`config.mk`:
```
export PLATFORM = sky130hd
export DESIGN_NAME = ps2_mouse_packet_event_decoder_core
export DESIGN_NICKNAME = d
export VERILOG_FILES = /design/src/hdl/ps2m_pkg.sv /design/src/hdl/ps2m_step.sv /design/src/hdl/ps2m_rq.sv /design/src/hdl/ps2_mouse_packet_event_decoder_core.sv
export SDC_FILE = /design/constraint.sdc
export NUM_CORES = 1
export LEC_CHECK = 0
export BUFFER_PORTS_ARGS = -buffer_cell sky130_fd_sc_hd__buf_2
export CAP_MARGIN = 20
export CORE_MARGIN = 4
export CORE_UTILIZATION = 42
export CTS_CLUSTER_SIZE = 24
export DETAILED_ROUTE_END_ITERATION = 10
export GPL_ROUTABILITY_DRIVEN = 1
export PLACE_DENSITY = 0.66
export SETUP_SLACK_MARGIN = 0.02
export SYNTH_ARGS = -nofsm -noshare
export SYNTH_HDL_FRONTEND = slang
export SYNTH_SLANG_ARGS = --single-unit
```
`constraint.sdc`:
```
create_clock -name clk -period 5.2 [get_ports clk]
set_input_delay 0.78 -clock clk [delete_from_list [all_inputs] [get_ports clk]]
set_output_delay 0.78 -clock clk [all_outputs]
set_load 0.05 [all_outputs]
```
`src/hdl/ps2m_pkg.sv`:
```
// Shared types and constants for the PS/2 mouse packet event decoder.
// Used by ps2m_step, ps2m_rq and ps2_mouse_packet_event_decoder_core.
package ps2m_pkg;

    localparam int unsigned SCREEN_WIDTH  = 800;
    localparam int unsigned SCREEN_HEIGHT = 600;

    localparam logic [31:0] POS_X_RESET = 32'(SCREEN_WIDTH / 2);
    localparam logic [31:0] POS_Y_RESET = 32'(SCREEN_HEIGHT / 2);
    localparam logic [31:0] STAMP_IDLE  = 32'hFFFF_FC18;   // -1000

    localparam logic [15:0] MOVE_GAP_RESET     = 16'd5;
    localparam logic [15:0] CLICK_WINDOW_RESET = 16'd30;

    // configuration register indexes
    localparam logic [1:0] REG_DEVICE_ID    = 2'd0;
    localparam logic [1:0] REG_MOVE_GAP     = 2'd1;
    localparam logic [1:0] REG_CLICK_WINDOW = 2'd2;

    // position of the next byte within a packet
    localparam logic [2:0] IDX_HEADER = 3'd0;
    localparam logic [2:0] IDX_X      = 3'd1;
    localparam logic [2:0] IDX_Y      = 3'd2;
    localparam logic [2:0] IDX_WHEEL  = 3'd3;

    localparam logic [7:0] DEV_STANDARD = 8'd0;
    localparam logic [7:0] DEV_WHEEL    = 8'd3;
    localparam logic [7:0] DEV_WHEEL5   = 8'd4;

    localparam logic [2:0] EV_NONE   = 3'd0;
    localparam logic [2:0] EV_SCROLL = 3'd1;
    localparam logic [2:0] EV_MOVE   = 3'd2;
    localparam logic [2:0] EV_DOWN   = 3'd3;
    localparam logic [2:0] EV_UP     = 3'd4;
    localparam logic [2:0] EV_LCLICK = 3'd5;
    localparam logic [2:0] EV_RCLICK = 3'd6;

    typedef struct packed {
        logic [7:0]  rx_byte;
        logic [31:0] tick_now;
    } in_item_t;

    typedef struct packed {
        logic [2:0]         event_kind;
        logic signed [31:0] cursor_x;
        logic signed [31:0] cursor_y;
        logic [2:0]         button_bits;
        logic signed [7:0]  wheel_delta;
        logic               last_of_run;
    } out_item_t;

    typedef struct packed {
        logic [7:0]  device_id;
        logic [15:0] move_gap_ticks;
        logic [15:0] click_window_ticks;
    } cfg_t;

    // header_bits: yof, xof, ysgn, xsgn, middle, right, left
    typedef struct packed {
        logic [2:0]  byte_index;
        logic [6:0]  header_bits;
        logic [7:0]  x_byte;
        logic [7:0]  y_byte;
        logic [31:0] pos_x;
        logic [31:0] pos_y;
        logic [2:0]  prev_buttons;
        logic        held_flag;
        logic [31:0] down_stamp;
        logic [31:0] move_stamp;
    } state_t;

    // results caused by one byte: count is 0, 1 or 2
    typedef struct packed {
        logic [1:0] count;
        out_item_t  first;
        out_item_t  second;
    } push_t;

endpackage

```
`src/hdl/ps2m_step.sv`:
```
// Per-byte decode: packet framing, position update and event classification.
// Pure combinational; depends on ps2m_pkg.
module ps2m_step (
    input  ps2m_pkg::state_t   cur,
    input  ps2m_pkg::cfg_t     cfg,
    input  ps2m_pkg::in_item_t item,
    output ps2m_pkg::state_t   nxt,
    output ps2m_pkg::push_t    push
);

    logic        fin;
    logic [7:0]  wheel;
    logic [7:0]  y_cur;
    logic [2:0]  btns;
    logic [31:0] dx;
    logic [31:0] dy;
    logic [31:0] new_x;
    logic [31:0] new_y;
    logic        moved;
    logic        move_early;
    logic        in_window;
    logic        wheel_dev;

    assign wheel_dev  = (cfg.device_id == ps2m_pkg::DEV_WHEEL) ||
                        (cfg.device_id == ps2m_pkg::DEV_WHEEL5);
    assign y_cur      = (cur.byte_index == ps2m_pkg::IDX_Y) ? item.rx_byte : cur.y_byte;
    assign btns       = cur.header_bits[2:0];
    assign dx         = {{24{cur.header_bits[3]}}, cur.x_byte};
    assign dy         = {{24{cur.header_bits[4]}}, y_cur};
    assign new_x      = cur.pos_x + dx;
    assign new_y      = cur.pos_y - dy;
    assign moved      = (dx != 32'd0) || (dy != 32'd0);
    assign move_early = (item.tick_now - cur.move_stamp) < {16'd0, cfg.move_gap_ticks};
    assign in_window  = (item.tick_now - cur.down_stamp) < {16'd0, cfg.click_window_ticks};

    always_comb
    begin
        logic [2:0] kind;
        logic       emit;
        logic       click;

        nxt   = cur;
        push  = '0;
        fin   = 1'b0;
        wheel = 8'd0;
        kind  = ps2m_pkg::EV_NONE;
        emit  = 1'b1;
        click = 1'b0;

        case (cur.byte_index)
            ps2m_pkg::IDX_HEADER:
            begin
                // headers without the always-one bit are skipped to resync
                if (item.rx_byte[3])
                begin
                    nxt.header_bits = {item.rx_byte[7:4], item.rx_byte[2:0]};
                    nxt.byte_index  = ps2m_pkg::IDX_X;
                end
            end
            ps2m_pkg::IDX_X:
            begin
                nxt.x_byte     = item.rx_byte;
                nxt.byte_index = ps2m_pkg::IDX_Y;
            end
            ps2m_pkg::IDX_Y:
            begin
                nxt.y_byte = item.rx_byte;
                if (cfg.device_id == ps2m_pkg::DEV_STANDARD)
                begin
                    fin            = 1'b1;
                    nxt.byte_index = ps2m_pkg::IDX_HEADER;
                end
                else
                begin
                    nxt.byte_index = ps2m_pkg::IDX_WHEEL;
                end
            end
            ps2m_pkg::IDX_WHEEL:
            begin
                fin            = wheel_dev;
                wheel          = item.rx_byte;
                nxt.byte_index = ps2m_pkg::IDX_HEADER;
            end
            default:
            begin
                nxt.byte_index = ps2m_pkg::IDX_HEADER;
            end
        endcase

        // overflow packets leave no trace
        if (fin && (cur.header_bits[6:5] == 2'b00))
        begin
            nxt.pos_x = new_x;
            nxt.pos_y = new_y;

            if (wheel != 8'd0)
            begin
                kind = ps2m_pkg::EV_SCROLL;
            end
            else if (moved)
            begin
                if (move_early)
                begin
                    emit = 1'b0;
                end
                else
                begin
                    nxt.move_stamp = item.tick_now;
                    nxt.down_stamp = ps2m_pkg::STAMP_IDLE;
                    kind           = ps2m_pkg::EV_MOVE;
                end
            end
            else if ((btns != 3'd0) && !cur.held_flag)
            begin
                kind           = ps2m_pkg::EV_DOWN;
                nxt.down_stamp = item.tick_now;
                nxt.held_flag  = 1'b1;
            end
            else if (in_window && cur.held_flag)
            begin
                // still packet soon after press, buttons released or not: an up item, then the click item
                click          = 1'b1;
                nxt.held_flag  = 1'b0;
                nxt.down_stamp = ps2m_pkg::STAMP_IDLE;
                if (cur.prev_buttons[0])
                    kind = ps2m_pkg::EV_LCLICK;
                else if (cur.prev_buttons[1])
                    kind = ps2m_pkg::EV_RCLICK;
            end
            else if (cur.held_flag && (btns == 3'd0))
            begin
                kind           = ps2m_pkg::EV_UP;
                nxt.held_flag  = 1'b0;
                nxt.down_stamp = ps2m_pkg::STAMP_IDLE;
            end

            if (emit)
            begin
                nxt.prev_buttons = btns;

                push.first.cursor_x    = new_x;
                push.first.cursor_y    = new_y;
                push.first.button_bits = btns;
                push.second            = push.first;

                if (click)
                begin
                    push.count              = 2'd2;
                    push.first.event_kind   = ps2m_pkg::EV_UP;
                    push.first.wheel_delta  = 8'sd0;
                    push.first.last_of_run  = 1'b0;
                    push.second.event_kind  = kind;
                    push.second.wheel_delta = 8'sd0;
                    push.second.last_of_run = 1'b1;
                end
                else
                begin
                    push.count             = 2'd1;
                    push.first.event_kind  = kind;
                    push.first.wheel_delta = (kind == ps2m_pkg::EV_SCROLL) ? wheel : 8'd0;
                    push.first.last_of_run = 1'b1;
                end
            end
        end
    end

endmodule

```
`src/hdl/ps2m_rq.sv`:
```
// Four-entry result queue; takes up to two items per cycle, hands out one.
// Depends on ps2m_pkg.
module ps2m_rq (
    input  logic                clk,
    input  logic                rst_n,
    input  logic                push_en,
    input  ps2m_pkg::push_t     push,
    output logic                room,
    output logic                event_valid,
    input  logic                event_ready,
    output ps2m_pkg::out_item_t event_item
);

    ps2m_pkg::out_item_t entry_reg [4];
    logic [2:0] count_reg;
    logic [2:0] count_next;
    logic [1:0] rd_ptr_reg;
    logic [1:0] wr_ptr_reg;
    logic [1:0] push_n;
    logic       pop;

    assign push_n      = push_en ? push.count : 2'd0;
    assign room        = (count_reg <= 3'd2);
    assign event_valid = (count_reg != 3'd0);
    assign event_item  = entry_reg[rd_ptr_reg];
    assign pop         = event_valid && event_ready;
    assign count_next  = count_reg + {1'b0, push_n} - {2'b00, pop};

    always_ff @(posedge clk or negedge rst_n)
    begin
        if (!rst_n)
        begin
            count_reg  <= 3'd0;
            rd_ptr_reg <= 2'd0;
            wr_ptr_reg <= 2'd0;
        end
        else
        begin
            count_reg  <= count_next;
            wr_ptr_reg <= wr_ptr_reg + push_n;
            if (pop)
                rd_ptr_reg <= rd_ptr_reg + 2'd1;
        end
    end

    always_ff @(posedge clk)
    begin
        if (push_n != 2'd0)
            entry_reg[wr_ptr_reg] <= push.first;
        if (push_n == 2'd2)
            entry_reg[wr_ptr_reg + 2'd1] <= push.second;
    end

endmodule

```
`src/hdl/ps2_mouse_packet_event_decoder_core.sv`:
```
// Top level of the PS/2 mouse packet event decoder: state and config registers.
// Depends on ps2m_pkg, ps2m_step and ps2m_rq.
//
// Bytes from the mouse data port enter on byte_valid/byte_ready with a tick
// stamp in byte_item. Decoded events leave on event_valid/event_ready in
// event_item; a byte gives zero, one or two events, the last one flagged.
// A byte is taken in the cycle it is offered as long as the four-entry result
// queue has room for two more items; with the receiver taking items, one byte
// per cycle is sustained. The events of the byte that completes a packet are
// registered in the result queue when that byte is accepted.
// When the receiver stalls, results collect in the queue and byte_ready drops
// once fewer than two slots are free; nothing is lost.
// Config registers are written through cfg_we/cfg_index/cfg_data, one per
// cycle, only while the block is idle; the user must ensure this, not the block.
// Reset (rst_n low, asynchronous) empties the queue, restarts packet framing,
// centers the cursor and loads the default move gap and click window.
module ps2_mouse_packet_event_decoder_core (
    input  logic                clk,
    input  logic                rst_n,
    input  logic                byte_valid,
    output logic                byte_ready,
    input  ps2m_pkg::in_item_t  byte_item,
    output logic                event_valid,
    input  logic                event_ready,
    output ps2m_pkg::out_item_t event_item,
    input  logic                cfg_we,
    input  logic [1:0]          cfg_index,
    input  logic [15:0]         cfg_data
);

    ps2m_pkg::state_t state_reg;
    ps2m_pkg::state_t state_next;
    ps2m_pkg::cfg_t   cfg_reg;
    ps2m_pkg::push_t  push;
    logic             byte_accept;

    assign byte_accept = byte_valid && byte_ready;

    ps2m_step u_step (
        .cur  (state_reg),
        .cfg  (cfg_reg),
        .item (byte_item),
        .nxt  (state_next),
        .push (push)
    );

    ps2m_rq u_rq (
        .clk         (clk),
        .rst_n       (rst_n),
        .push_en     (byte_accept),
        .push        (push),
        .room        (byte_ready),
        .event_valid (event_valid),
        .event_ready (event_ready),
        .event_item  (event_item)
    );

    always_ff @(posedge clk or negedge rst_n)
    begin
        if (!rst_n)
        begin
            state_reg.byte_index   <= ps2m_pkg::IDX_HEADER;
            state_reg.header_bits  <= 7'd0;
            state_reg.x_byte       <= 8'd0;
            state_reg.y_byte       <= 8'd0;
            state_reg.pos_x        <= ps2m_pkg::POS_X_RESET;
            state_reg.pos_y        <= ps2m_pkg::POS_Y_RESET;
            state_reg.prev_buttons <= 3'd0;
            state_reg.held_flag    <= 1'b0;
            state_reg.down_stamp   <= ps2m_pkg::STAMP_IDLE;
            state_reg.move_stamp   <= 32'd0;
        end
        else if (byte_accept)
        begin
            state_reg <= state_next;
        end
    end

    always_ff @(posedge clk or negedge rst_n)
    begin
        if (!rst_n)
        begin
            cfg_reg.device_id          <= ps2m_pkg::DEV_STANDARD;
            cfg_reg.move_gap_ticks     <= ps2m_pkg::MOVE_GAP_RESET;
            cfg_reg.click_window_ticks <= ps2m_pkg::CLICK_WINDOW_RESET;
        end
        else if (cfg_we)
        begin
            case (cfg_index)
                ps2m_pkg::REG_DEVICE_ID:    cfg_reg.device_id          <= cfg_data[7:0];
                ps2m_pkg::REG_MOVE_GAP:     cfg_reg.move_gap_ticks     <= cfg_data;
                ps2m_pkg::REG_CLICK_WINDOW: cfg_reg.click_window_ticks <= cfg_data;
                default:                    ;
            endcase
        end
    end

    // framing never reaches an index past the wheel byte
    a_index_range: assert property (@(posedge clk) disable iff (!rst_n)
        state_reg.byte_index <= ps2m_pkg::IDX_WHEEL)
        else $error("packet byte index out of range");

    // a fourth byte on a device without a wheel ends the packet silently
    a_no_wheel_silent: assert property (@(posedge clk) disable iff (!rst_n)
        byte_accept && (state_reg.byte_index == ps2m_pkg::IDX_WHEEL) &&
        (cfg_reg.device_id != ps2m_pkg::DEV_WHEEL) &&
        (cfg_reg.device_id != ps2m_pkg::DEV_WHEEL5) |-> (push.count == 2'd0))
        else $error("result from a non-wheel fourth byte");

    // a two-item run is an up followed by the flagged click item
    a_click_pair: assert property (@(posedge clk) disable iff (!rst_n)
        byte_accept && (push.count == 2'd2) |->
        (push.first.event_kind == ps2m_pkg::EV_UP) && !push.first.last_of_run &&
        push.second.last_of_run)
        else $error("malformed click pair");

    // input back-pressure only comes from queued results
    a_ready_cause: assert property (@(posedge clk) disable iff (!rst_n)
        !byte_ready |-> event_valid)
        else $error("byte_ready low with empty result queue");

endmodule
```
==> summary.txt <==
Die
  – Site Rows: 96
  – I/O pin count: 144
  – Die Wd: 271.6 um
  – Die height: 271.6 um
  – Core Area: 68710 um^2
  – Total Die Area: approximately 74000 um^2
  – Initial core utilization: 42.47%

Global routing
  – GRT Overall Usage: about a fifth
  – Initial antenna violation count: 7
  – Vias in the first global route: between 20000 and 25000
  – Global route overflow: 0
  – Largest net degree at the start of global routing: 104
  – Global-route wire length before repair: ~120 mm

Critical path
  – Most frequent cell on the critical path: buf_12
  – Levels on crit path: 25
  – Worst Path Arrival: ~5400 ps
  – Crit Path Category: flop to flop
  – Crit Path Max Fanout: 7
  – Worst path slowest cell: dfstp_2
  – Cell family with most CP delay: compound AO/OA/AOI/OAI gates
  – CP Buf/Inv Count: 6
  – Slowest stage delay, CP: 510 ps
  – Startpoint types: flop
  – Worst Reg-to-Reg Cells: 25
  – Critical Path Sink Type: flop
  – Worst Path Required: 5530 ps

Min path
  – Min-delay worst type: input pin to asynchronous set/reset pin

Timing
  – Final cycle utilization of the critical path: 98.08%
  – Final worst path period need: 5100 ps
  – Slew Limit Fails: 0
  – RSZ-0062 raised after global routing: true
  – Hold Vio Cnt, Final: 0
  – Slew @ Worst Pin: 1118 ps
  – Max Freq: 0.1961 GHz
  – Worst slew margin: between 20% and 30%
  – Hold_ws: 223.0 ps
  – Endpoints failing setup: 0
  – Clock skew: 35.83 ps
  – Post-Route Setup TNS: 0 ps

Clock tree
  – Clk root buf: clkbuf_16
  – Clk_lat worst skew: approximately 640 ps
  – CTS tree: done
  – Clk pin slew, worst setup/hold paths: 60 ps
  – CTS buffer count: between 50 and 60
  – Clock Tree Buf Depth: 3
  – H-tree Lvls: 2
  – # clock sinks: 519

Power
  – Static Leak: 15.48 nW
  – Peak VDD IR: 0.3077 mV
  – Tot Pwr: about 16 mW
  – Pwr/cell area: around 450 nW/um^2

Place
  – Port bufs: 143
  – Placed instance area: 32410 um^2
  – Placer Congestion: 0.9032
  – DP HPWL: about 54 mm

Routing
  – 1st-pass router iterations: 5
  – Drt wl/cell: 21.17 um
  – Post-route DRC: 0
  – Routed Antenna Nets: 0
  – Detailed-route via count: between 20000 and 25000
  – Routed WL: about 83 mm
  – Drt initial violations: 1662
  – Via density: 5.629

Synthesis
  – Unique masters post-synth: 92
  – Mapped Nets: 2833
  – Mean Syn Cell Area: 11.21 um^2
  – Synth top area cells: edfxtp_1, dfrtp_1, ha_1
  – Yosys warning total: 0
  – Synthesized area: 29180 um^2
  – Register area share after synthesis: 48.99%
  – Synth Register Bits: 519
  – Share of Yosys cell area claimed by the top area cell type: 29.23%
  – EDFF count, synth: 284
  – Top FF cell, synth: edfxtp_1
  – Post-synth top area cell: edfxtp_1
  – Async SR Flop Fraction: 39.11%
  – Syn Inst Count: about 2600

Layout
  – Nets: 3179
  – Area growth, synth to finish: 24.13%
  – Max FFs per register: about 320
  – Final core occ: about 53%
  – Filler instances: between 5000 and 6000
  – Fraction of layout cells with a size suffix above 1: 27.78%
  – Finished Cell Area: about 36000 um^2

Outcome
  – Outcome: completed

Job
  – Max-cap viol count: 0
==> power by group <==
| group | total, mW | switching (mW) | internal [mW] |
|---|---|---|---|
| Sequential | 4.98 | 0.390 | 4.59 |
| Combinational | 6.96 | 4.50 | 2.46 |
| Clock | 4.49 | 1.78 | 2.71 |
==> cell families (layout without fill, tap and decap cells) <==
family | Yosys count | in the layout | synth area share, %
multiplexers | 219 | 219 | 11.30
XOR/XNOR | 109 | 109 | 3.272
buffers and inverters | 263 | 658 | 3.979
adder cells (fa/ha/maj) | 166 | 166 | 7.246
flip-flops | 519 | 519 | 48.99
other | 0 | 3 | 0
AO/OA/AOI/OAI | 505 | 505 | 11.59
AND/OR/NAND/NOR | 823 | 823 | 13.62
==> worst paths after layout <==
check / start / endpoint / slack, ps
hold reg to reg: u_rq.entry_reg[2][6] / u_rq.entry_reg[2][6] / 460
setup reg to reg: state_reg[35] / u_rq.entry_reg[3][15] / 100
setup / recovery: state_reg[35] / u_rq.entry_reg[3][15] / 100
max in group asynchronous: rst_n / state_reg[82] / 3840
min in group clk: cfg_data[0] / cfg_reg[32] / 430
hold / removal: rst_n / state_reg[23] / 220
==> layout by cell type, fill, tap and decap left out, types with 40 or more instances in the layout <==
cell type / count
xor2_1: 40
a21o_1: 48
xnor2_1: 65
ha_1: 155
nand2_1: 241
buf_2: 142
buf_4: 173
inv_1: 140
mux4_2: 79
nor2_1: 201
clkbuf_16: 76
edfxtp_1: 284
o21ai_0: 100
nor3_1: 52
and3_1: 105
a21oi_1: 124
mux2_2: 89
dfrtp_1: 164
mux2i_1: 45
==> worst register-to-register path: stages, from the launching register on <==
cell       delay [ps]
dfstp_2           510
inv_1              70
ha_4              230
o21ai_2            70
a21oi_1            80
o21ai_1           130
nand2b_1           80
a21o_1            190
a21oi_2           140
xnor2_1           130
ha_1              260
nand4_1           100
nor2_1             50
a2111oi_2         350
buf_4             160
o211ai_1          140
a211o_1           340
nor4_2            160
o2111ai_2         190
nor4b_4           310
nand3_2           150
buf_6             160
o32a_4            410
inv_8              90
buf_12            160
buf_12            150
==> metal layers <==
| layer | up-vias | GRT usage, % | share of wire, % |
|---|---|---|---|
| met3 | 122 | 2.899 | 6.0 |
| met2 | 701 | 37.35 | 51 |
| met4 | 8 | 5.009 | 2.5 |
| li1 | 10339 | - | - |
| met5 | - | 0 | 0.059 |
| met1 | 10969 | 26.76 | 41 |
==> layout make-up <==
cell class / instances / area, um^2 / share of cell area, %
multi-input cells: 1822 / 14280 / 39.43
diodes: 3 / 7.507 / 0.02073
repair inverters: 2 / 25.02 / 0.06909
clock buffers: 72 / 1615 / 4.460
well taps: 931 / 1165 / 3.216
repair buffers: 400 / 3707 / 10.24
clock inverters: 36 / 501.7 / 1.385
flip-flops and latches: 519 / 14300 / 39.49
inverters: 148 / 613.1 / 1.693
==> per-stage QoR <==
stage          cells  worst slack [ps]
6_report        3933             99.97
5_1_grt         3930            -169.0
4_1_cts         3882             26.25
3_5_place_dp    3760            -795.4
3_3_place_gp    3759            -669.0
2_1_floorplan   2604            -166.1
==> synthesized netlist by cell type, types with 8 or more instances <==
library cell	count
buf_2	33
a31oi_1	11
xnor2_1	67
mux2i_1	47
nor3_1	67
buf_6	16
mux2_2	89
clkbuf_1	55
a211o_1	8
a21oi_1	132
nor4_1	34
o21bai_1	15
buf_1	9
and2_1	27
ha_1	161
o21a_1	29
o2bb2ai_1	32
o21ai_0	108
and3_1	111
a2111oi_0	8
inv_1	143
or2_2	8
and4_1	8
edfxtp_1	284
nor2_1	217
nand2b_1	21
o211ai_1	17
dfxtp_1	32
mux4_2	79
nand3_1	27
or3_1	13
nor2b_1	10
a211oi_1	18
nand4_1	15
a21o_1	48
dfrtp_1	166
xor2_1	42
dfstp_2	37
nand2_1	242
==> what timing repair did <==
item | CTS | global route
buffers inserted | 8 | 23
setup endpoints to repair | 623 | 645
resized for setup | 31 | 128
gates cloned | 6 | 27
hold buffers | 0 | 0
pin swaps | 15 | 43
endpoints found under the hold margin | 0 | 0
(Power assumes the default switching activity.)
